**config.mk**
```make
export PLATFORM = sky130hd
export DESIGN_NAME = clr_ram
export DESIGN_NICKNAME = d
export VERILOG_FILES = /design/src/design/clr_ram.sv
export SDC_FILE = /design/constraint.sdc
export NUM_CORES = 1
export LEC_CHECK = 0
export BUFFER_PORTS_ARGS = -buffer_cell sky130_fd_sc_hd__buf_2
export CORE_MARGIN = 4
export CORE_UTILIZATION = 40
export DETAILED_ROUTE_END_ITERATION = 6
export GPL_ROUTABILITY_DRIVEN = 0
export PLACE_DENSITY = 0.63
export SLEW_MARGIN = 20
export SYNTH_ARGS = -nofsm -noshare
export SYNTH_HDL_FRONTEND = slang
export SYNTH_SLANG_ARGS = --single-unit
export TNS_END_PERCENT = 5
```
**constraint.sdc**
```tcl
create_clock -name clk -period 3.36 [get_ports clk]
set_input_delay 0.168 -clock clk [delete_from_list [all_inputs] [get_ports clk]]
set_output_delay 0.168 -clock clk [all_outputs]
set_load 0.005 [all_outputs]
```
**src/design/clr_ram.sv**
```systemverilog
// Generic single-port RAM with one write and one registered read per cycle.
// Stands alone; width and depth come from its parameters.
module clr_ram #(
    parameter int WIDTH = 8,
    parameter int DEPTH = 16
) (
    input  logic                     clk,
    input  logic                     we,
    input  logic [$clog2(DEPTH)-1:0] addr,
    input  logic [WIDTH-1:0]         wdata,
    output logic [WIDTH-1:0]         rdata
);

    logic [WIDTH-1:0] mem [DEPTH];

    // Write port and registered read of the same address.
    always_ff @(posedge clk)
    begin
        if (we)
        begin
            mem[addr] <= wdata;
        end
        rdata <= mem[addr];
    end

endmodule

```
Word-level counts from Yosys, hierarchy flattened
Memory sizes are Yosys's and may differ from the RTL's. A register that Yosys moved wholly into a read port is not among the register bits.
Index checks and enable logic that the tools add are counted.
{"block": "classes", "n_mux": 2}
{"op": "1-bit 2-to-1 mux", "count": 2}
{"block": "totals", "reg_bits": 0, "ram_bits": 128, "input_bits": 14, "out_inout_bits": 8, "word_cells": 3, "n_memories": 1}
{"name": "mem", "words": 16, "word_bits": 8, "read_ports": 1, "rd_clocked_by_memory_dff": 1, "wr": 1, "line": "14", "source": "logic [WIDTH-1:0] mem [DEPTH];"}

Logic depth before layout (Yosys ltp)
Gate-level depths: netlist (run 1).
{"block": "depth", "ltp_word": 2, "ltp_mapped": 5, "depth_no_buf": 3}

Worst setup path before layout (run 1)
OpenSTA, ideal clock, no wires.
{"block": "synth_path", "path_type": "input to register", "from": "in addr[2]", "to": "mem mem[0][0] (enable)", "setup_ns": 0.383, "t_arrival_ns": 1.278, "t_required_ns": 2.977, "slack_ns": 1.699, "stages": 2, "path_buffers": 0, "cell_sequence": "or3b_2 nor3_1"}
{"item": "start: declaration", "line": "9", "source": "input logic [$clog2(DEPTH)-1:0] addr,"}
{"item": "end: declaration", "line": "14"}
No word-level cell before the write port.

Worst setup path after layout (run 1)
{"block": "layout_path", "from": "in addr[0]", "to": "mem mem[3][0] (enable)"}
No word-level cell before the write port.

==> results of run 1 <==
## layout make-up
class | count | share of cell area
clock buffers | 17 | 0.0713
clock inverters | 14 | 0.0306
repair buffers | 26 | 0.0239
well taps | 168 | 0.0352
multi-input cells | 83 | 0.168
flip-flops and latches | 136 | 0.671
## synth_stat cells
library cell and count:
sky130_fd_sc_hd__nand2b_1 2, sky130_fd_sc_hd__clkbuf_1 2, sky130_fd_sc_hd__mux4_2 32, sky130_fd_sc_hd__buf_6 2
sky130_fd_sc_hd__nand3b_1 2, sky130_fd_sc_hd__buf_2 2, sky130_fd_sc_hd__or3b_2 1, sky130_fd_sc_hd__clkbuf_2 1
sky130_fd_sc_hd__buf_1 4, sky130_fd_sc_hd__nor2b_1 2, sky130_fd_sc_hd__nand2_1 9, sky130_fd_sc_hd__and2_1 1
sky130_fd_sc_hd__dfxtp_1 8, sky130_fd_sc_hd__nand3_1 1, sky130_fd_sc_hd__a22oi_1 16, sky130_fd_sc_hd__nor2_1 13
sky130_fd_sc_hd__edfxtp_1 128, sky130_fd_sc_hd__nor3_1 4
## sequential cells by signal, summed over array words and instances (netlist names)
register and flops:
rdata 8, mem 128
## metal layers
metal | part of all wire | vias up
li1 | - | 1026
met4 | 0.010 | 0
met3 | 0.065 | 8
met5 | 0 | -
met2 | 0.53 | 76
met1 | 0.39 | 1195
## cell usage in the layout (no fill, tap or decap)
master / synthesis / final
sky130_fd_sc_hd__and2_1: 1 / 1
sky130_fd_sc_hd__nand3_1: 1 / 1
sky130_fd_sc_hd__buf_4: 0 / 5
sky130_fd_sc_hd__buf_2: 2 / 21
sky130_fd_sc_hd__clkinv_1: 0 / 2
sky130_fd_sc_hd__nand2_1: 9 / 9
sky130_fd_sc_hd__clkinv_4: 0 / 4
sky130_fd_sc_hd__nor3_1: 4 / 4
sky130_fd_sc_hd__or3b_2: 1 / 1
sky130_fd_sc_hd__a22oi_1: 16 / 16
sky130_fd_sc_hd__dfxtp_1: 8 / 8
sky130_fd_sc_hd__clkbuf_16: 0 / 17
sky130_fd_sc_hd__nand3b_1: 2 / 2
sky130_fd_sc_hd__nand2b_1: 2 / 2
sky130_fd_sc_hd__clkinv_2: 0 / 4
sky130_fd_sc_hd__nor2_1: 13 / 13
sky130_fd_sc_hd__edfxtp_1: 128 / 128
sky130_fd_sc_hd__nor2b_1: 2 / 2
sky130_fd_sc_hd__mux4_2: 32 / 32
sky130_fd_sc_hd__bufinv_16: 0 / 4
## power by group through the flow
stage               registers, W  clock network [W]  logic (W)
finish                   0.00191            0.00191   0.000172
global route             0.00191            0.00202   0.000186
CTS                      0.00191            0.00193   0.000175
detailed placement       0.00194                  0   0.000175
global placement         0.00194                  0   0.000172
floorplan                0.00194                  0  0.0000977
## metrics by stage
stage	worst slack [ns]	area, um2	hold slack, ns	instances	utilization
after floorplan	1.70	5070	0.267	230	-
final	1.52	5970	0.162	444	0.489
after global routing	1.32	5970	0.153	444	0.489
after detailed placement	1.03	5360	0.549	413	0.439
after CTS	1.47	5970	0.146	444	0.489
after global placement	1.02	5360	0.547	413	0.439
## how the worst min path moves through the flow
stage	startpoint	to	slack, ns
after floorplan	wdata[0]	mem[0][0]	0.27
after global placement	rdata[4]	rdata[4]	0.55
after detailed placement	rdata[6]	rdata[6]	0.55
after CTS	wdata[2]	mem[10][2]	0.15
after global routing	wdata[2]	mem[11][2]	0.15
final	wdata[2]	mem[10][2]	0.16
## worst reg2reg max path, cell delays in order, from the launching register on
cell	delay [ns]
sky130_fd_sc_hd__edfxtp_1	0.37
sky130_fd_sc_hd__mux4_2	0.50
sky130_fd_sc_hd__a22oi_1	0.37
sky130_fd_sc_hd__nand2_1	0.10
## cell families (layout without fill, tap and decap cells)
logic type / after synthesis / after routing / share of synthesized area
buf+inv: 11 / 57 / 0.0119
flops: 136 / 136 / 0.790
compound gates: 16 / 16 / 0.0237
mux: 32 / 32 / 0.142
simple gates: 35 / 35 / 0.0321
==> out/qor.tcl, run 1 <==
set qor(place.port_buffers) 21
set qor(critPathLaunch) {addr[0]}
set qor(final_layout_size_suffix_gt1_frac) 0.319
set qor(period_share) 0.549
set qor(power.net_switching_w) 0.000796
set qor(total_nets_after_synthesis) 244
set qor(synth_cell_type_count) 18
set qor(fraction_of_power_spent_switching_nets) 0.199
set qor(power_w) 0.00399
set qor(dr.first_iter.drc_count) 217
set qor(io_pins) 22
set qor(globalRouteMet3Util) 0.0430
set qor(grt_busiest_layer) {met2}
set qor(syn_inst) 230
set qor(max-vdd-ir-drop_v) 0.000370
set qor(routed_wirelength_um) 9920
set qor(clock_tree.htree_level_count) 4
set qor(antenna_violations_before_repair) 0
set qor(grt_first_pass_wirelength_um) 15000
set qor(placeableCoreArea_um2) 12200
set qor(finalClockSkew_ns) 0.00835
set qor(critPathCapture) {mem[3][0]}
set qor(worstReg2RegEnd) {rdata[4]}
set qor(maxSlewViolCount) 0
set qor(cts-hold-fix-buffers) 0
set qor(endpoint_type_of_the_worst_setup_path) {flop}
set qor(filler_cell_count) 1014
set qor(maxCapViolations) 0
set qor(period_needed_ns) 1.84
set qor(min-delay-path-class) {primary input to flop}
set qor(critical_path_buf_inv_count) 1
set qor(yosysTopAreaCellShare) 0.759
set qor(layout.area.seq_um2) 4000
set qor(ys_seq_area_frac) 0.790
set qor(multi_input_gate_area_um2) 1000
set qor(worst_path_largest_cell_delay_ns) 0.73
set qor(final_net_count) 278
set qor(crit_path_cell_trace) {buf_2 -> nand2_1 -> nor2_1}
set qor(yosysWarningCount) 0
set qor(clkSlewWorstSetupHoldPaths_ns) 0.06
set qor(whs_path_depth) 1
set qor(hold_viol_final) 0
set qor(synth.largest_area_cell) {sky130_fd_sc_hd__edfxtp_1}
set qor(status) {finished clean}
set qor(route.detailed.wl_per_inst_um) 22.3
set qor(first_global_vias) 2439
set qor(reg2reg_from) {mem[3][4]}
set qor(dieWidth_um) 121
set qor(post_cts_setup_bufs) 0
set qor(rows) 40
set qor(power_share_of_the_clock_group) 0.479
set qor(timing.slew.headroom) 0.351
set qor(detail_route.drc_violations) 0
set qor(cts_num_sinks) 136
set qor(share_comb_of_total_power) 0.043
set qor(clock-root-buffer) {sky130_fd_sc_hd__clkbuf_16}
set qor(drt_pass1_iterations) 4
set qor(max_fclk_mhz) 542
set qor(gr-usage-met1) 0.185
set qor(route.vias.total) 2305
set qor(vias_per_cell) 5.19
set qor(critical-path-slowest-cell) {sky130_fd_sc_hd__buf_2}
set qor(fin_setup_tns_ns) 0
set qor(cts_tree) {done}
set qor(fp.dieArea_um2) 14500
set qor(pwr_density_cell_nw_per_um2) 669
set qor(grt_max_degree) 40
set qor(synthToLayoutAreaGrowth_pct) 17.8
set qor(floorplan.die.height_um) 121
set qor(start_util) 0.415
set qor(groute.layer.met2.usage) 0.239
set qor(static-leakage-power_nw) 1.94
set qor(clock_insertion_delay_worst_skew_ns) 0.41
set qor(mappedNetlistArea_um2) 5070
set qor(critical_path.top_delay_family) {simple AND/OR/NAND/NOR gates}
set qor(reg2reg_slack_ns) 1.91
set qor(timing.critical_path.required_ns) 3.40
set qor(sequentialPowerShare) 0.478
set qor(ys_seq_elements) 136
set qor(clock_tree.buffer_depth) 2
set qor(synth.area.top_cells) {sky130_fd_sc_hd__edfxtp_1, sky130_fd_sc_hd__mux4_2, sky130_fd_sc_hd__dfxtp_1}
set qor(path_class) {primary input to flop}
set qor(postSynthAreaPerCell_um2) 22.0
set qor(grt_setup_unrepaired) {false}
set qor(cts.repair.resized) 0
set qor(grt_overflow) 0
set qor(dp_hpwl_um) 5910
set qor(timing.final.setup_violations) 0
set qor(timing_worst_slew_pin_value_ns) 0.973
set qor(antenna_left) 0
set qor(cp.arrival_ns) 1.88
set qor(cp-start-kind) {primary input}
set qor(internal_power_consumption_w) 0.00320
set qor(cp_num_cells) 3
set qor(antenna_cells) 0
set qor(cts_inserted_buffers) 17
set qor(ff2ff_path_depth) 3
set qor(globalRouteTotalUtil) 0.146
set qor(maximum_fanout_count_along_the_critical_path) 32
(Power assumes the default switching activity.)
==> inputs of run 2 (changes only) <==
==> constraint.sdc (replaced) <==
create_clock -name clk -period 1.8 [get_ports clk]
set_input_delay 0.09 -clock clk [delete_from_list [all_inputs] [get_ports clk]]
set_output_delay 0.09 -clock clk [all_outputs]
set_load 0.005 [all_outputs]
==> out/qor.tcl, run 2 (same netlist as run 1, synthesis figures left out) <==
set qor(detail_route.drc_violations) 0 ;# unchanged
set qor(synthToLayoutAreaGrowth_pct) 19.7
set qor(power_share_of_the_clock_group) 0.449 ;# -0.030
set qor(grt_setup_unrepaired) {false}
set qor(dr.first_iter.drc_count) 167 ;# -23%
set qor(dp_hpwl_um) 6100 ;# +3.2%
set qor(place.port_buffers) 21 ;# unchanged
set qor(fp.dieArea_um2) 14500 ;# unchanged
set qor(sequentialPowerShare) 0.505 ;# +0.027
set qor(antenna_violations_before_repair) 0 ;# unchanged
set qor(status) {finished clean}
set qor(groute.layer.met2.usage) 0.220 ;# -0.0192
set qor(timing.critical_path.required_ns) 2.09 ;# -1.31 ns
set qor(floorplan.die.height_um) 121 ;# unchanged
set qor(post_cts_setup_bufs) 0 ;# unchanged
set qor(final_layout_size_suffix_gt1_frac) 0.342 ;# +0.0235
set qor(timing_worst_slew_pin_value_ns) 0.518 ;# -0.455 ns
set qor(max-vdd-ir-drop_v) 0.000692 ;# +87%
set qor(vias_per_cell) 5.00 ;# -3.6%
set qor(static-leakage-power_nw) 2.01 ;# +3.5%
set qor(clkSlewWorstSetupHoldPaths_ns) 0.05 ;# about the same
set qor(globalRouteMet3Util) 0.0412 ;# -0.00187
set qor(endpoint_type_of_the_worst_setup_path) {flop}
set qor(clock_insertion_delay_worst_skew_ns) 0.41 ;# about the same
set qor(io_pins) 22 ;# unchanged
set qor(maxCapViolations) 0 ;# unchanged
set qor(finalClockSkew_ns) 0.00870 ;# +0.000346 ns
set qor(antenna_left) 0 ;# unchanged
set qor(gr-usage-met1) 0.175 ;# -0.00997
set qor(cp-start-kind) {flop}
set qor(dpl.cell_count) 431 ;# +4.4%
set qor(grt_busiest_layer) {met2}
set qor(start_util) 0.415 ;# unchanged
set qor(timing.slew.headroom) 0.653 ;# +0.302
set qor(fin_setup_tns_ns) 0 ;# unchanged
set qor(leading_cell_types_in_the_layout_fill_and_taps_excluded) {sky130_fd_sc_hd__edfxtp_1, sky130_fd_sc_hd__mux4_2, sky130_fd_sc_hd__buf_2, sky130_fd_sc_hd__buf_4, sky130_fd_sc_hd__clkbuf_16}
set qor(period_share) 0.738
set qor(period_needed_ns) 1.33
set qor(top_register) {mem}
set qor(maxSlewViolCount) 0 ;# unchanged
set qor(power.net_switching_w) 0.00136 ;# +71%
set qor(final_net_count) 296 ;# +6.5%
set qor(largest_register_ffs) 128 ;# unchanged
set qor(grt_overflow) 0 ;# unchanged
set qor(grt_first_pass_wirelength_um) 14500 ;# -3.4%
set qor(cts-hold-fix-buffers) 0 ;# unchanged
set qor(cts_inserted_buffers) 17 ;# unchanged
set qor(hold_viol_final) 0 ;# unchanged
set qor(max_fclk_mhz) 753
set qor(pwr_density_cell_nw_per_um2) 1160 ;# +74%
set qor(path_class) {flop to flop}
set qor(final_core_utilization) 0.497 ;# +0.00809
set qor(routed_wirelength_um) 8930 ;# -10%
set qor(share_comb_of_total_power) 0.047 ;# +0.004
set qor(dieWidth_um) 121 ;# unchanged
set qor(antenna_cells) 0 ;# unchanged
set qor(clock-root-buffer) {sky130_fd_sc_hd__clkbuf_16}
set qor(clock_tree.htree_level_count) 4 ;# unchanged
set qor(route.vias.total) 2316 ;# +0.48%
set qor(timing.final.setup_violations) 0 ;# unchanged
set qor(first_global_vias) 2489 ;# +2.1%
set qor(drt_pass1_iterations) 4 ;# unchanged
set qor(layout.cells.most_common) {sky130_fd_sc_hd__edfxtp_1}
set qor(final.hold.worst_slack_ns) 0.0651 ;# -0.0971 ns
set qor(clock_tree.buffer_depth) 2 ;# unchanged
set qor(globalRouteTotalUtil) 0.137 ;# -0.00923
set qor(min-delay-path-class) {primary input to flop}
set qor(grt_max_degree) 30 ;# -25%
set qor(cp.arrival_ns) 1.62 ;# -0.26 ns
set qor(maximum_fanout_count_along_the_critical_path) 1 ;# -97%
set qor(internal_power_consumption_w) 0.00570 ;# +78%
set qor(biggestRegsByFlops) {mem x128, rdata x8}
set qor(rows) 40 ;# unchanged
set qor(cts_tree) {done}
set qor(placeableCoreArea_um2) 12200 ;# unchanged
set qor(cts.repair.resized) 0 ;# unchanged
set qor(cts_num_sinks) 136 ;# unchanged
set qor(fraction_of_power_spent_switching_nets) 0.192 ;# -0.00700
set qor(route.detailed.wl_per_inst_um) 19.3 ;# -14%
set qor(final-instance-count-excl-fill) 463 ;# +4.3%
==> run 2: cell types whose count changed in the layout (fill, tap and decap cells not counted) <==
| cell | delta |
|---|---|
| sky130_fd_sc_hd__clkinv_1 | +2 |
| sky130_fd_sc_hd__buf_12 | +2 |
| sky130_fd_sc_hd__bufinv_16 | -2 |
| sky130_fd_sc_hd__clkinvlp_4 | +1 |
| sky130_fd_sc_hd__clkinv_2 | -1 |
| sky130_fd_sc_hd__clkinv_4 | -3 |
| sky130_fd_sc_hd__buf_4 | +16 |
| sky130_fd_sc_hd__clkbuf_1 | +4 |
==> run 2: final cells by class <==
cell class	instances	area, um2
clock inverters	11	106
flip-flops and latches	136	4000
well taps	168	210
multi-input cells	83	1000
repair buffers	44	303
clock buffers	21	440
fillers	1001	6140
==> run 2: per-layer routing <==
metal  routed length (um)  vias up  share of wire
met1                 3850     1199           0.43
met5                    0        -              0
li1                     -     1072              -
met4                  116        0          0.013
met2                 4660       39           0.52
met3                  307        6          0.034
==> run 2: through the flow <==
stage	total power, W	cell area, um2	setup WS (ns)
after floorplan	0.00381	5070	0.217
after global placement	0.00395	5520	0.271
after detailed placement	0.00396	5520	0.259
after CTS	0.00715	6070	0.473
after global routing	0.00732	6070	0.388
final	0.00706	6070	0.471
==> run 2: power groups by stage <==
stage                     Combinational [W]  Sequential [W]  Clock, W
after floorplan                    0.000182         0.00362         0
after global placement             0.000330         0.00362         0
after detailed placement           0.000335         0.00363         0
after CTS                          0.000336         0.00356   0.00325
after global routing               0.000364         0.00357   0.00339
final                              0.000328         0.00356   0.00317
==> run 2: worst paths after layout <==
check,start,cells after the start,slack (ns),endpoint
min reg2reg,mem[14][3],3,0.66,rdata[3]
min,wdata[3],1,0.07,mem[8][3]
max reg2reg,mem[6][2],3,0.47,rdata[2]
max,mem[6][2],3,0.47,rdata[2]
==> run 2: worst max-delay path, cell delays in order (launching register included) <==
cell	delay, ns
sky130_fd_sc_hd__edfxtp_1	0.36
sky130_fd_sc_hd__mux4_2	0.51
sky130_fd_sc_hd__a22oi_1	0.26
sky130_fd_sc_hd__nand2_1	0.08
