[config.mk]
export PLATFORM = sky130hd
export DESIGN_NAME = clr_muldiv
export DESIGN_NICKNAME = d
export VERILOG_FILES = /design/src/design/clr_pkg.sv /design/src/design/clr_muldiv.sv
export SDC_FILE = /design/constraint.sdc
export NUM_CORES = 1
export LEC_CHECK = 0
export BUFFER_PORTS_ARGS = -buffer_cell sky130_fd_sc_hd__buf_2
export CAP_MARGIN = 30
export CELL_PAD_IN_SITES_DETAIL_PLACEMENT = 1
export CELL_PAD_IN_SITES_GLOBAL_PLACEMENT = 2
export CORE_ASPECT_RATIO = 0.9
export CORE_UTILIZATION = 41
export DETAILED_ROUTE_END_ITERATION = 10
export GPL_TIMING_DRIVEN = 1
export PLACE_DENSITY = 0.87
export SKIP_LAST_GASP = 1
export SYNTH_ARGS = -nofsm -noshare
export SYNTH_HDL_FRONTEND = slang
export SYNTH_SLANG_ARGS = --single-unit
[constraint.sdc]
create_clock -name clk -period 18.3 [get_ports clk]
set_input_delay 0.915 -clock clk [delete_from_list [all_inputs] [get_ports clk]]
set_output_delay 0.915 -clock clk [all_outputs]
set_load 0.05 [all_outputs]
[src/design/clr_pkg.sv]
// Shared constants, codes and types for the checked linear resampler.
// Used by the channel interfaces, the mul/div unit and the top level.
package clr_pkg;

    // Table size and derived widths.
    localparam int TABLE_DEPTH = 256;
    localparam int ADDR_W      = $clog2(TABLE_DEPTH);
    localparam int CNT_W       = $clog2(TABLE_DEPTH + 1);

    // Field widths of the items.
    localparam int CMD_W   = 2;
    localparam int X_W     = 40;
    localparam int Y_W     = 48;
    localparam int ERR_W   = 47;
    localparam int LIMIT_W = 47;
    localparam int ST_W    = 3;

    // Arithmetic widths: differences carry one extra bit, the quotient is clamped to 2^50.
    localparam int DY_W  = Y_W + 1;
    localparam int DX_W  = X_W + 1;
    localparam int QUO_W = 51;

    // Commands.
    localparam logic [CMD_W-1:0] CMD_APPEND = 2'd0;
    localparam logic [CMD_W-1:0] CMD_QUERY  = 2'd1;
    localparam logic [CMD_W-1:0] CMD_CLEAR  = 2'd2;

    // Result status codes.
    localparam logic [ST_W-1:0] ST_EXACT     = 3'd0;
    localparam logic [ST_W-1:0] ST_INTERP    = 3'd1;
    localparam logic [ST_W-1:0] ST_OUT_RANGE = 3'd2;
    localparam logic [ST_W-1:0] ST_INVALID   = 3'd3;
    localparam logic [ST_W-1:0] ST_ZERO_INT  = 3'd4;

    // One stored sample point.
    typedef struct packed {
        logic [X_W-1:0]   x;
        logic [Y_W-1:0]   y;
        logic [ERR_W-1:0] err;
    } clr_entry_t;

    localparam int ENTRY_W = $bits(clr_entry_t);

    // Request to the multiply/divide unit.
    typedef struct packed {
        logic            start;
        logic [DY_W-1:0] mag_dy;
        logic [DX_W-1:0] mag_dq;
        logic [DX_W-1:0] mag_dx;
    } clr_div_req_t;

    // Response from the multiply/divide unit.
    typedef struct packed {
        logic             done;
        logic [QUO_W-1:0] quot;
    } clr_div_rsp_t;

endpackage

[src/design/clr_muldiv.sv]
// Iterative multiply and rounded divide around one shared adder.
// Depends on clr_pkg for widths and the request/response structs.
module clr_muldiv (
    input  logic                  clk,
    input  logic                  rst_n,
    input  clr_pkg::clr_div_req_t req,
    output clr_pkg::clr_div_rsp_t rsp
);
    import clr_pkg::*;

    // Product is kept as {hi, lo}; lo starts as the multiplier.
    localparam int HI_W   = DY_W + 1;
    localparam int LO_W   = DX_W;
    localparam int SPLIT  = QUO_W - LO_W;
    localparam int REM_W  = DX_W;
    localparam int ADD_W  = QUO_W + 1;
    localparam int CNT_AW = $clog2(QUO_W + 1);

    localparam logic [2:0] A_IDLE = 3'd0;
    localparam logic [2:0] A_MUL  = 3'd1;
    localparam logic [2:0] A_OVF  = 3'd2;
    localparam logic [2:0] A_DIV  = 3'd3;
    localparam logic [2:0] A_RND  = 3'd4;
    localparam logic [2:0] A_INC  = 3'd5;

    localparam logic [QUO_W-1:0] CLAMP = {1'b1, {(QUO_W-1){1'b0}}};

    logic [2:0]        state_reg, state_next;
    logic [CNT_AW-1:0] cnt_reg, cnt_next;
    logic              done_reg, done_next;
    logic [HI_W-1:0]   hi_reg, hi_next;
    logic [LO_W-1:0]   lo_reg, lo_next;
    logic [DY_W-1:0]   mcand_reg, mcand_next;
    logic [DX_W-1:0]   dx_reg, dx_next;
    logic [REM_W-1:0]  rem_reg, rem_next;
    logic [QUO_W-1:0]  quo_reg, quo_next;
    logic              rnd_reg, rnd_next;
    logic [QUO_W-1:0]  quot_reg, quot_next;

    logic [ADD_W-1:0]  add_a, add_b, dx_inv;
    logic              add_cin;
    logic [ADD_W:0]    add_sum;
    logic              carry;
    logic [QUO_W:0]    q_inc;

    // The one shared adder; subtraction is done with the inverted divisor and a carry in.
    assign dx_inv  = ~ADD_W'(dx_reg);
    assign add_sum = {1'b0, add_a} + {1'b0, add_b} + {{ADD_W{1'b0}}, add_cin};
    assign carry   = add_sum[ADD_W];
    assign q_inc   = add_sum[QUO_W:0];

    // Operand selection for each step.
    always_comb
    begin
        add_a   = '0;
        add_b   = '0;
        add_cin = 1'b0;
        unique case (state_reg)
            A_MUL:
            begin
                add_a = ADD_W'(hi_reg);
                add_b = lo_reg[0] ? ADD_W'(mcand_reg) : '0;
            end
            A_OVF:
            begin
                add_a   = ADD_W'(hi_reg[HI_W-1:SPLIT]);
                add_b   = dx_inv;
                add_cin = 1'b1;
            end
            A_DIV:
            begin
                add_a   = ADD_W'({rem_reg, quo_reg[QUO_W-1]});
                add_b   = dx_inv;
                add_cin = 1'b1;
            end
            A_RND:
            begin
                add_a   = ADD_W'({rem_reg, 1'b0});
                add_b   = dx_inv;
                add_cin = 1'b1;
            end
            A_INC:
            begin
                add_a   = ADD_W'(quo_reg);
                add_cin = rnd_reg;
            end
            default:
            begin
                add_a = '0;
            end
        endcase
    end

    // Sequencer: shift-add multiply, overflow check, restoring divide, rounding.
    always_comb
    begin
        state_next = state_reg;
        cnt_next   = cnt_reg;
        done_next  = 1'b0;
        hi_next    = hi_reg;
        lo_next    = lo_reg;
        mcand_next = mcand_reg;
        dx_next    = dx_reg;
        rem_next   = rem_reg;
        quo_next   = quo_reg;
        rnd_next   = rnd_reg;
        quot_next  = quot_reg;
        unique case (state_reg)
            A_IDLE:
            begin
                if (req.start)
                begin
                    hi_next    = '0;
                    lo_next    = req.mag_dq;
                    mcand_next = req.mag_dy;
                    dx_next    = req.mag_dx;
                    cnt_next   = CNT_AW'(LO_W);
                    state_next = A_MUL;
                end
            end
            A_MUL:
            begin
                hi_next  = {1'b0, add_sum[HI_W-1:1]};
                lo_next  = {add_sum[0], lo_reg[LO_W-1:1]};
                cnt_next = cnt_reg - CNT_AW'(1);
                if (cnt_reg == CNT_AW'(1))
                begin
                    state_next = A_OVF;
                end
            end
            A_OVF:
            begin
                // A quotient of 2^51 or more is clamped without dividing.
                if (carry)
                begin
                    quot_next  = CLAMP;
                    done_next  = 1'b1;
                    state_next = A_IDLE;
                end
                else
                begin
                    rem_next   = REM_W'(hi_reg[HI_W-1:SPLIT]);
                    quo_next   = {hi_reg[SPLIT-1:0], lo_reg};
                    cnt_next   = CNT_AW'(QUO_W);
                    state_next = A_DIV;
                end
            end
            A_DIV:
            begin
                if (carry)
                begin
                    rem_next = add_sum[REM_W-1:0];
                end
                else
                begin
                    rem_next = {rem_reg[REM_W-2:0], quo_reg[QUO_W-1]};
                end
                quo_next = {quo_reg[QUO_W-2:0], carry};
                cnt_next = cnt_reg - CNT_AW'(1);
                if (cnt_reg == CNT_AW'(1))
                begin
                    state_next = A_RND;
                end
            end
            A_RND:
            begin
                // Round half away: twice the remainder against the divisor.
                rnd_next   = carry;
                state_next = A_INC;
            end
            A_INC:
            begin
                if (q_inc > {1'b0, CLAMP})
                begin
                    quot_next = CLAMP;
                end
                else
                begin
                    quot_next = q_inc[QUO_W-1:0];
                end
                done_next  = 1'b1;
                state_next = A_IDLE;
            end
            default:
            begin
                state_next = A_IDLE;
            end
        endcase
    end

    // Control registers.
    always_ff @(posedge clk or negedge rst_n)
    begin
        if (!rst_n)
        begin
            state_reg <= A_IDLE;
            cnt_reg   <= '0;
            done_reg  <= 1'b0;
        end
        else
        begin
            state_reg <= state_next;
            cnt_reg   <= cnt_next;
            done_reg  <= done_next;
        end
    end

    // Datapath registers.
    always_ff @(posedge clk)
    begin
        hi_reg    <= hi_next;
        lo_reg    <= lo_next;
        mcand_reg <= mcand_next;
        dx_reg    <= dx_next;
        rem_reg   <= rem_next;
        quo_reg   <= quo_next;
        rnd_reg   <= rnd_next;
        quot_reg  <= quot_next;
    end

    assign rsp.done = done_reg;
    assign rsp.quot = quot_reg;

endmodule

* Word-level counts from Yosys, hierarchy flattened *
Index checks and enable logic that the tools add are counted.

cells by class
  eq/ne operators = 11
  reduce and logical (&&, ||, !) cells = 13
  muxes and demuxes = 26
  $lt $le $gt $ge = 1
  bitwise operators = 1
  $add $sub $neg = 3

operators by type and width
  cell                                                  number
  one-hot mux 51 bit (5 select lines)                   1
  one-hot mux 51 bit (2 select lines)                   2
  one-hot mux 41 bit (2 select lines)                   2
  2-to-1 mux 51 bit                                     3
  2-to-1 mux 41 bit                                     3
  one-hot mux 52 bit (2 select lines)                   1
  one-hot mux 50 bit (2 select lines)                   1
  adder 52 x 52 -> 53 bit                               1
  adder 53 x 1 -> 53 bit                                1
  > comparator 52 x 51 -> 1 bit, second input constant  1
  inverter 41 -> 52 bit                                 1
  2-to-1 mux 50 bit                                     1
  2-to-1 mux 49 bit                                     1
  one-hot mux 6 bit (3 select lines)                    1
  one-hot mux 3 bit (5 select lines)                    1
  2-to-1 mux 6 bit                                      2
  inequality test 2 bit, second input constant          5
  2-to-1 mux 3 bit                                      3
  AND reduction 2 bit                                   4
  == test 3 x 2 -> 1 bit, second input constant         2
  == test 3 bit, second input constant                  2
  == test 6 x 1 -> 1 bit, second input constant         1
  AND reduction 3 bit                                   2
  nonzero test 2 bit                                    3
  9 further kinds                                       10

word-level totals
  output and inout bits = 52
  register bits after elaboration = 335
  word-level logic and storage cells = 66
  input port bits = 134

* Longest topological paths before layout *
Gate-level depths: netlist (run 1).

  depth after elaboration = 8
  gate-level depth with buffers = 24
  gate-level depth less buffers = 18

* Least setup slack after synthesis (run 1) *
No wires, ideal clock.

  kind = reg-to-reg
  start = register state_reg[2]
  end = register quo_reg[0] (enable)
  period minus slack after synthesis = 9.531 ns
  stages on the path, launching flop included = 23
  arrival = 8.958 ns
  setup slack = 8.769 ns
  data required time = 17.727 ns
  cells stage by stage = dfrtp_1 -> clkbuf_1 -> clkinv_1 -> clkbuf_1 -> ha_1 -> nor2_1 -> clkbuf_1 -> o21ai_0 -> fa_1 -> fa_1 -> a21oi_1 -> o21bai_1 -> o211ai_1 -> a31oi_1 -> o2111ai_1 -> a211oi_2 -> o21ai_2 -> a21o_1 -> buf_6 -> clkinv_2 -> buf_6 -> buf_6 -> a21oi_1

on the way
  cells in the longest elaborated chain, start to end = 7

ends and longest elaborated chain
  element                                                         RTL line           RTL
  from (decl)                                                     clr_muldiv.sv:28   logic [2:0] state_reg, state_next;
  from (signal assigned)                                          clr_muldiv.sv:202  state_reg <= state_next;
  == test 3 x 2 -> 1 bit / == test 3 bit (equally long branches)  clr_muldiv.sv:58   unique case (state_reg)
  OR reduction 3 bit (no line)                                    -
  one-hot mux 52 bit (2 select lines)                             clr_muldiv.sv:58
  adder 52 x 52 -> 53 bit                                         clr_muldiv.sv:48   assign add_sum = {1'b0, add_a} + {1'b0, add_b} + {{ADD_W{1'b0}}, add_cin};
  adder 53 x 1 -> 53 bit (*)                                      clr_muldiv.sv:48
  named net add_sum[52]                                           clr_muldiv.sv:42   logic [ADD_W:0] add_sum;
  inequality test 2 bit (no line) (*)                             -
  AND reduction 2 bit (no line) (*)                               -
  to (signal assigned)                                            clr_muldiv.sv:216  quo_reg <= quo_next;
  to (decl)                                                       clr_muldiv.sv:36   logic [QUO_W-1:0] quo_reg, quo_next;

The timed path passes the listed nets; every way through them passes the cells marked *.
A chain may end at the register's enable or synchronous reset.

* Worst setup path in the final report (run 1) *
  start = register state_reg[2]
  end = register quo_reg[14] (enable)

on the way
  cells in the longest elaborated chain, start to end = 7

ends and longest elaborated chain
  element                                                         RTL line
  == test 3 x 2 -> 1 bit / == test 3 bit (equally long branches)  clr_muldiv.sv:58, clr_muldiv.sv:108
  OR reduction 3 bit (no line)                                    -
  one-hot mux 52 bit (2 select lines)                             clr_muldiv.sv:58
  adder 52 x 52 -> 53 bit                                         clr_muldiv.sv:48
  adder 53 x 1 -> 53 bit                                          clr_muldiv.sv:48
  inequality test 2 bit (no line)                                 -
  AND reduction 2 bit (no line) (*)                               -

Mark *: on every way between the ends. The rest lies on a longest branch, timed or not.

==> summary.txt, run 1 <==
Critical path
  – Crit-path leading delay family: compound AO/OA/AOI/OAI gates
  – Crit Path Class: flip-flop to flip-flop
  – Critical-path cell list: clkinv_1 > buf_4 > nand2_2 > buf_4 > buf_16 > and2_1 > buf_4 > nor2_1 > fa_1 > a21oi_1 > o21bai_1 > o211ai_1 > a31oi_1 > o2111ai_1 > a211oi_2 > o21ai_2 > a21o_1 > clkinv_2 > a21oi_4 > buf_4 > buf_16
  – Critical Path Source Type: flip-flop
  – Worst path max stage delay: 790 ps
  – Worst-path fanout max: 73
  – R2r setup slk: around 10000 ps
  – Critical Path AT: 8260 ps
  – CP max-delay cell: a21oi_4
  – Buf/Inv on CP: 8
  – Worst setup EP type: flip-flop
  – Required @ worst endpoint: 18520 ps
  – Worst R2R Path Depth: 21
  – Reg2Reg Capture Point: quo_reg[14]
  – Critical Path Most Common Cell: buf_4
  – Reg2reg start: state_reg[2]

STA
  – Final Max Tran Viols: 0
  – Sum Neg Setup Slack: 0 ps
  – Final worst path period share: 0.440
  – Final setup violation count: 0
  – RSZ-0062 raised after global routing: no
  – Fin Hold WS: 227 ps
  – Worst slew pin tran: 985 ps
  – Worst slew margin: 0.343
  – Fin. Hold Viols: 0
  – Fmax: 0.124 GHz
  – Final worst slack: 10260 ps
  – Fin crit period: 8040 ps
  – Setup Skew: 24.1 ps

Placed design
  – Placer Congestion: 0.909
  – PortBufs: 185
  – Placed Instances: 2379
  – Pre-CTS setup slack: approximately 9800 ps
  – DPL Wire Length: 40700 µm

Global route
  – Initial antenna violation count: 0
  – Number of global-route vias before repair: 14400
  – First-pass GRT wire length: 85400 µm
  – Grt total ovfl: 0
  – GRT Total Usage: 0.263
  – Largest net degree at the start of global routing: 93

Worst hold path
  – Min-Delay Path Class: primary input to asynchronous set/reset pin

Route
  – Drc violations: 8
  – Post-Route WL: between 50000 and 60000 µm
  – Routed WL per cell: 23.2 µm
  – Vias per inst: 5.79
  – Detail Route Antenna Nets: 0
  – Detailed Routing Iterations Pass 1: 11
  – Vias: 14200
  – Iteration-0 DRC Markers: 1381

Floorplanning
  – Die height: 198 µm
  – IO Pins: 186
  – Num rows: 71
  – Die area: 0.0435 mm²
  – Core ar.: 0.0419 mm²
  – Width of the die: 220 µm
  – Initial Util: 0.417

Clock tree
  – Clock buffer count from CTS: 38
  – CTS root buffer: clkbuf_16
  – # H-tree levels: 2
  – Setup bufs post-CTS: 0
  – Clk_lat worst skew: 570 ps
  – CTS tree: built
  – Clk slew on worst S/H paths: 60 ps
  – Resized Gates After CTS: 0
  – Num Clock Sinks: between 300 and 400
  – CTS Hold Bufs: 0
  – Worst-case clock buffer depth: 3

Logic synthesis
  – Post-synthesis net count: 1926
  – Yosys cell types: 63
  – Post-synth EDFFs: 324
  – Synth Cell Area: 0.0175 mm²
  – Prevailing post-synth register cell: edfxtp_1
  – Mux contribution to synthesized area: 0.00351
  – Post-Syn Instances: 1735
  – FFs w/ async S/R, synth: 0.0299
  – Largest family of logic cells by synthesized area: simple AND/OR/NAND/NOR gates
  – Post-Synth XOR/XNOR Area: 0.0230
  – Seq/Total Area, Yosys: 0.571
  – Compound-Gate Fraction of Synth Area: 0.159
  – Ys Warns: 0
  – Adder-cell area share of the yosys netlist: 0.0416
  – Simple-gate share of the synthesized area: 0.171
  – Synth Area per Inst: 10.1 µm²
  – #FFs+latches synth: between 300 and 400

Layout
  – Share of layout cells above drive strength 1: 0.149
  – # diodes: 0
  – Nets: 2066
  – Final non-filler cell total: 2449
  – Synthesis-to-finish area growth: 15.5%
  – Commonest non-fill, non-tap cells in the layout: nand2_1 (396), edfxtp_1 (324), nor2_1 (225)
  – Commonest non-fill, non-tap cell in the layout: nand2_1

Status
  – Failing checks: design-rule violations
  – Outcome: finished, violations left

Run
  – Max_cap viols: 0
==> worst max path at each step <==
stage | slack [ps] | cells past startpoint | end | from
finish | 10260 | 21 | quo_reg[14] | state_reg[2]
global route | 9660 | 21 | quo_reg[12] | state_reg[2]
global placement | 10030 | 19 | quo_reg[10] | state_reg[2]
CTS | 9760 | 19 | quo_reg[35] | state_reg[2]
detailed placement | 9790 | 19 | rem_reg[13] | state_reg[2]
floorplan | 8770 | 22 | quo_reg[0] | state_reg[2]
==> kinds of logic (layout without fill, tap and decap cells) <==
kind of cell / after synthesis / count (layout)
flip-flops: 334 / 334
AND/OR/NAND/NOR: 732 / 732
AO/OA/AOI/OAI: 427 / 427
buffers and inverters: 133 / 300
adder cells (fa/ha/maj): 57 / 57
multiplexers: 6 / 6
XOR/XNOR: 46 / 46
==> Yosys cell counts (3+ instances only) <==
| library cell | instances | area (µm²) |
|---|---|---|
| nand3_1 | 12 | 60.1 |
| or2_2 | 3 | 18.8 |
| and3_1 | 8 | 50.1 |
| or3_1 | 4 | 25.0 |
| o21bai_1 | 10 | 75.1 |
| buf_6 | 4 | 45.0 |
| nand2b_1 | 32 | 200 |
| inv_1 | 22 | 82.6 |
| o21ai_0 | 90 | 450 |
| nor2_1 | 232 | 871 |
| a41oi_1 | 3 | 26.3 |
| buf_1 | 6 | 22.5 |
| nand2_1 | 397 | 1490 |
| a31oi_1 | 9 | 56.3 |
| a22o_1 | 46 | 403 |
| xnor2_1 | 27 | 236 |
| o41ai_1 | 3 | 26.3 |
| o21ai_1 | 4 | 20.0 |
| xor2_1 | 19 | 166 |
| o21a_1 | 10 | 75.1 |
| a21o_1 | 15 | 113 |
| a21oi_1 | 150 | 751 |
| clkbuf_1 | 94 | 353 |
| dfrtp_1 | 10 | 250 |
| ha_1 | 55 | 688 |
| o31ai_1 | 6 | 45.0 |
| mux2i_1 | 5 | 50.1 |
| edfxtp_1 | 324 | 9730 |
| a222oi_1 | 39 | 390 |
| and2_1 | 10 | 62.6 |
| a211o_1 | 3 | 26.3 |
| a211oi_1 | 9 | 67.6 |
| buf_2 | 4 | 20.0 |
| nor2b_1 | 4 | 25.0 |
| nor3_1 | 7 | 35.0 |
| nand4_1 | 19 | 119 |
| o211ai_1 | 7 | 52.6 |
==> metrics by stage <==
| step | util | area (µm²) |
|---|---|---|
| after floorplan | - | 17500 |
| after global placement | 0.450 | 18900 |
| after detailed placement | 0.451 | 18900 |
| after CTS | 0.480 | 20100 |
| after global routing | 0.481 | 20200 |
| final | 0.481 | 20200 |
==> per-layer routing <==
layer | GRT usage | routed length (µm)
met5 | 0 | 0
met4 | 0.120 | 2390
met3 | 0.0320 | 3560
met2 | 0.420 | 26400
met1 | 0.357 | 24500
==> area by class of cell <==
| type | count | area, µm² |
|---|---|---|
| clock buffer | 46 | 1050 |
| inverter | 24 | 91.3 |
| timing repair buffer | 209 | 1160 |
| clock inverter | 21 | 169 |
| multi-input combinational | 1268 | 7050 |
| sequential | 334 | 9980 |
| fill | 4682 | 21700 |
| tap | 547 | 684 |
Power of run 1 is left out: the tool's default activity adds up to more than one toggle a clock period on the data nets, which glitch-free logic cannot reach.
==> run 2: changes to the inputs <==
Settings changed: CORE_UTILIZATION 41 to 35, PLACE_DENSITY 0.87 to 0.79.
Clock period 18.3 ns to 6.5 ns, I/O delays scaled along.
==> run 2 against run 1 <==
  * The flow now finishes without violations
  * First-iteration DRC count is 3.8% lower
  * Global-route usage shrank 2.9 points
  * Wire length up 4.9%
  * Hold slack lost 190 ps
  * Final cell count up 9.6%
  * Register-to-register slack worse by 9800 ps
==> summary.txt, run 2 (synthesis gave the netlist of run 1 again) <==
Clock tree
  – Clk slew on worst S/H paths: 60 ps (about the same)
  – Setup bufs post-CTS: 0 (unchanged)
  – CTS tree: built
  – CTS root buffer: clkbuf_16
  – Clk_lat worst skew: 580 ps (about the same)
  – Worst-case clock buffer depth: 3 (unchanged)
  – Clock buffer count from CTS: 39 (+2.6%)
  – Num Clock Sinks: 334 (unchanged)
  – Resized Gates After CTS: 0 (unchanged)
  – # H-tree levels: 2 (unchanged)

Layout
  – Synthesis-to-finish area growth: 22.4%
  – Final instance area: 0.0214 mm² (+6.0%)
  – # diodes: 0 (unchanged)
  – Commonest non-fill, non-tap cells in the layout: nand2_1 (396), edfxtp_1 (324), nor2_1 (225)
  – Post-layout util: 0.435 (-0.0467)
  – Nets: 2174 (+5.2%)
  – Share of layout cells above drive strength 1: 0.152 (+0.00272)
  – Commonest non-fill, non-tap cell in the layout: nand2_1

Global route
  – Number of global-route vias before repair: 15000 (+3.9%)
  – First-pass GRT wire length: 90400 µm (+6.0%)
  – Initial antenna violation count: 0 (unchanged)
  – Grt total ovfl: 0 (unchanged)
  – GRT Total Usage: 0.233 (-0.0293)
  – Largest net degree at the start of global routing: 93 (unchanged)

Power and ir drop
  – Internal power: 7.20 mW
  – Comb pwr share: 0.540
  – Pwr/cell area: 640 mW/mm²
  – Switching Share: 0.474
  – Sequential share of power: 0.299
  – Net Sw Power: 6.49 mW
  – P_leak: 8.66 nW
  – Max rail drop VDD: 0.000245 V
  – Clock power frac: 0.161

Critical path
  – Buf/Inv on CP: 4 (-4)
  – R2r setup slk: 460 ps (-9790 ps)
  – Worst setup EP type: flip-flop
  – Worst R2R Path Depth: 19 (-9.5%)
  – CP Launch Point: state_reg[0]
  – Crit-path leading delay family: compound AO/OA/AOI/OAI gates
  – Crit Path Class: flip-flop to flip-flop
  – Worst-path fanout max: 32 (-56%)
  – Required @ worst endpoint: 6790 ps (-11730 ps)
  – CP max-delay cell: dfrtp_1
  – Critical Path AT: 6330 ps (-1930 ps)
  – Reg2reg start: state_reg[0]
  – Critical-path cell list: inv_1 > nor2_2 > and3_2 > buf_4 > buf_4 > nand2_1 > o21ai_0 > ha_1 > a21oi_1 > o21ai_0 > a21o_1 > a221o_1 > a41oi_1 > o211a_1 > o221ai_1 > xnor2_1 > o211ai_1 > buf_4 > nor2_1
  – Reg2Reg Capture Point: quot_reg[15]
  – Worst path max stage delay: 780 ps (about the same)
  – WP depth: 19 (-9.5%)
  – Critical Path Source Type: flip-flop
  – Crit path capture: quot_reg[15]
  – Critical Path Most Common Cell: buf_4

Placed design
  – DPL Wire Length: 41800 µm (+2.8%)
  – Pre-CTS setup slack: 580 ps (-9210 ps)
  – Placed Area: 0.0192 mm² (+1.5%)
  – Placer Congestion: 0.921 (+1.4%)
  – PortBufs: 185 (unchanged)

Floorplanning
  – Die area: 0.0509 mm² (+17%)
  – Width of the die: 238 µm (+8.2%)
  – Initial Util: 0.355 (-0.0618)
  – IO Pins: 186 (unchanged)
  – Core ar.: 0.0492 mm² (+17%)
  – Die height: 214 µm (+8.1%)
  – Num rows: 77 (+8.5%)

Worst hold path
  – Min-Delay Path Class: primary input to flip-flop
  – Hold path depth: 3
  – Worst Min Path Start: req[66]

STA
  – Final worst path period share: 0.929 (+0.489)
  – RSZ-0062 raised after global routing: no
  – Fmax: 0.166 GHz (+33%)
  – Final setup violation count: 0 (unchanged)
  – Final Max Tran Viols: 0 (unchanged)
  – Sum Neg Setup Slack: 0 ps (unchanged)
  – Worst slew pin tran: 961 ps (-24.5 ps)
  – Fin crit period: 6040 ps (-2010 ps)
  – Final worst slack: 463 ps (-9790 ps)
  – Setup Skew: 18.7 ps (-5.38 ps)
  – Fin. Hold Viols: 0 (unchanged)
  – Worst slew margin: 0.359 (+0.0164)

Route
  – Vias per inst: 5.42 (-6.4%)
  – Vias: 14500 (+2.6%)
  – Detailed Routing Iterations Pass 1: 11 (unchanged)
  – Detail Route Antenna Nets: 0 (unchanged)
  – Iteration-0 DRC Markers: 1328 (-3.8%)
  – Post-Route WL: 59600 µm (+4.9%)
  – Drc violations: 0 (-8)
  – Routed WL per cell: 22.2 µm (-4.3%)

Status
  – Outcome: finished clean

Run
  – Max_cap viols: 0 (unchanged)
[run 2: cell types whose count changed in the layout (fill, tap and decap cells not counted), sizes merged, moves of 2 or more]
cell	before	now
buf	208	225
clkbuf	47	43
clkinvlp	1	3
clkinv	19	22
dlygate4sd3	0	91
[run 2: cell type report]
cell class / instances / area [µm²]
clock buffer: 43 / 1010
fill: 5548 / 27800
timing repair buffer: 316 / 2180
sequential: 334 / 9980
tap: 671 / 840
clock inverter: 28 / 254
inverter: 24 / 91.3
multi-input combinational: 1268 / 7040
[run 2: per-layer routing]
metal / track usage / wire length [µm]
met1: 0.311 / 25900
met2: 0.384 / 28300
met3: 0.0376 / 3370
met4: 0.0811 / 2050
met5: 0 / 0
[run 2: worst min-delay path, stage by stage]
cell	delay (ps)
buf_2	70
nand2_1	40
nand2_1	50
[run 2: how the worst min path moves through the flow]
stage	endpoint	slack [ps]
after floorplan	cnt_reg[0]	30
after global placement	cnt_reg[5]	200
after detailed placement	state_reg[2]	200
after CTS	lo_reg[25]	7
after global routing	lo_reg[8]	20
final	lo_reg[25]	30
[run 2: repair_timing]
| action | in CTS | in global routing |
|---|---|---|
| hold buffers | 91 | 0 |
| setup endpoints to repair | 0 | 0 |
| endpoints found under the hold margin | 100 | 0 |
[run 2: through the flow]
| step | std cells | power [mW] | hold slack (ps) |
|---|---|---|---|
| floorplan | 1735 | 8.72 | 29.4 |
| global placement | 2519 | 11.3 | 203 |
| detailed placement | 2520 | 11.4 | 198 |
| CTS | 2682 | 13.7 | 7.14 |
| global route | 2684 | 14.6 | 18.8 |
| finish | 2684 | 13.7 | 32.4 |
[run 2: power by group through the flow]
| stage | registers (mW) | clock network, mW | logic [mW] |
|---|---|---|---|
| floorplan | 3.87 | 0 | 4.85 |
| global placement | 4.11 | 0 | 7.20 |
| detailed placement | 4.11 | 0 | 7.27 |
| CTS | 4.09 | 2.26 | 7.35 |
| global route | 4.14 | 2.33 | 8.08 |
| finish | 4.09 | 2.21 | 7.39 |
Power figures use the tool's default switching activity.
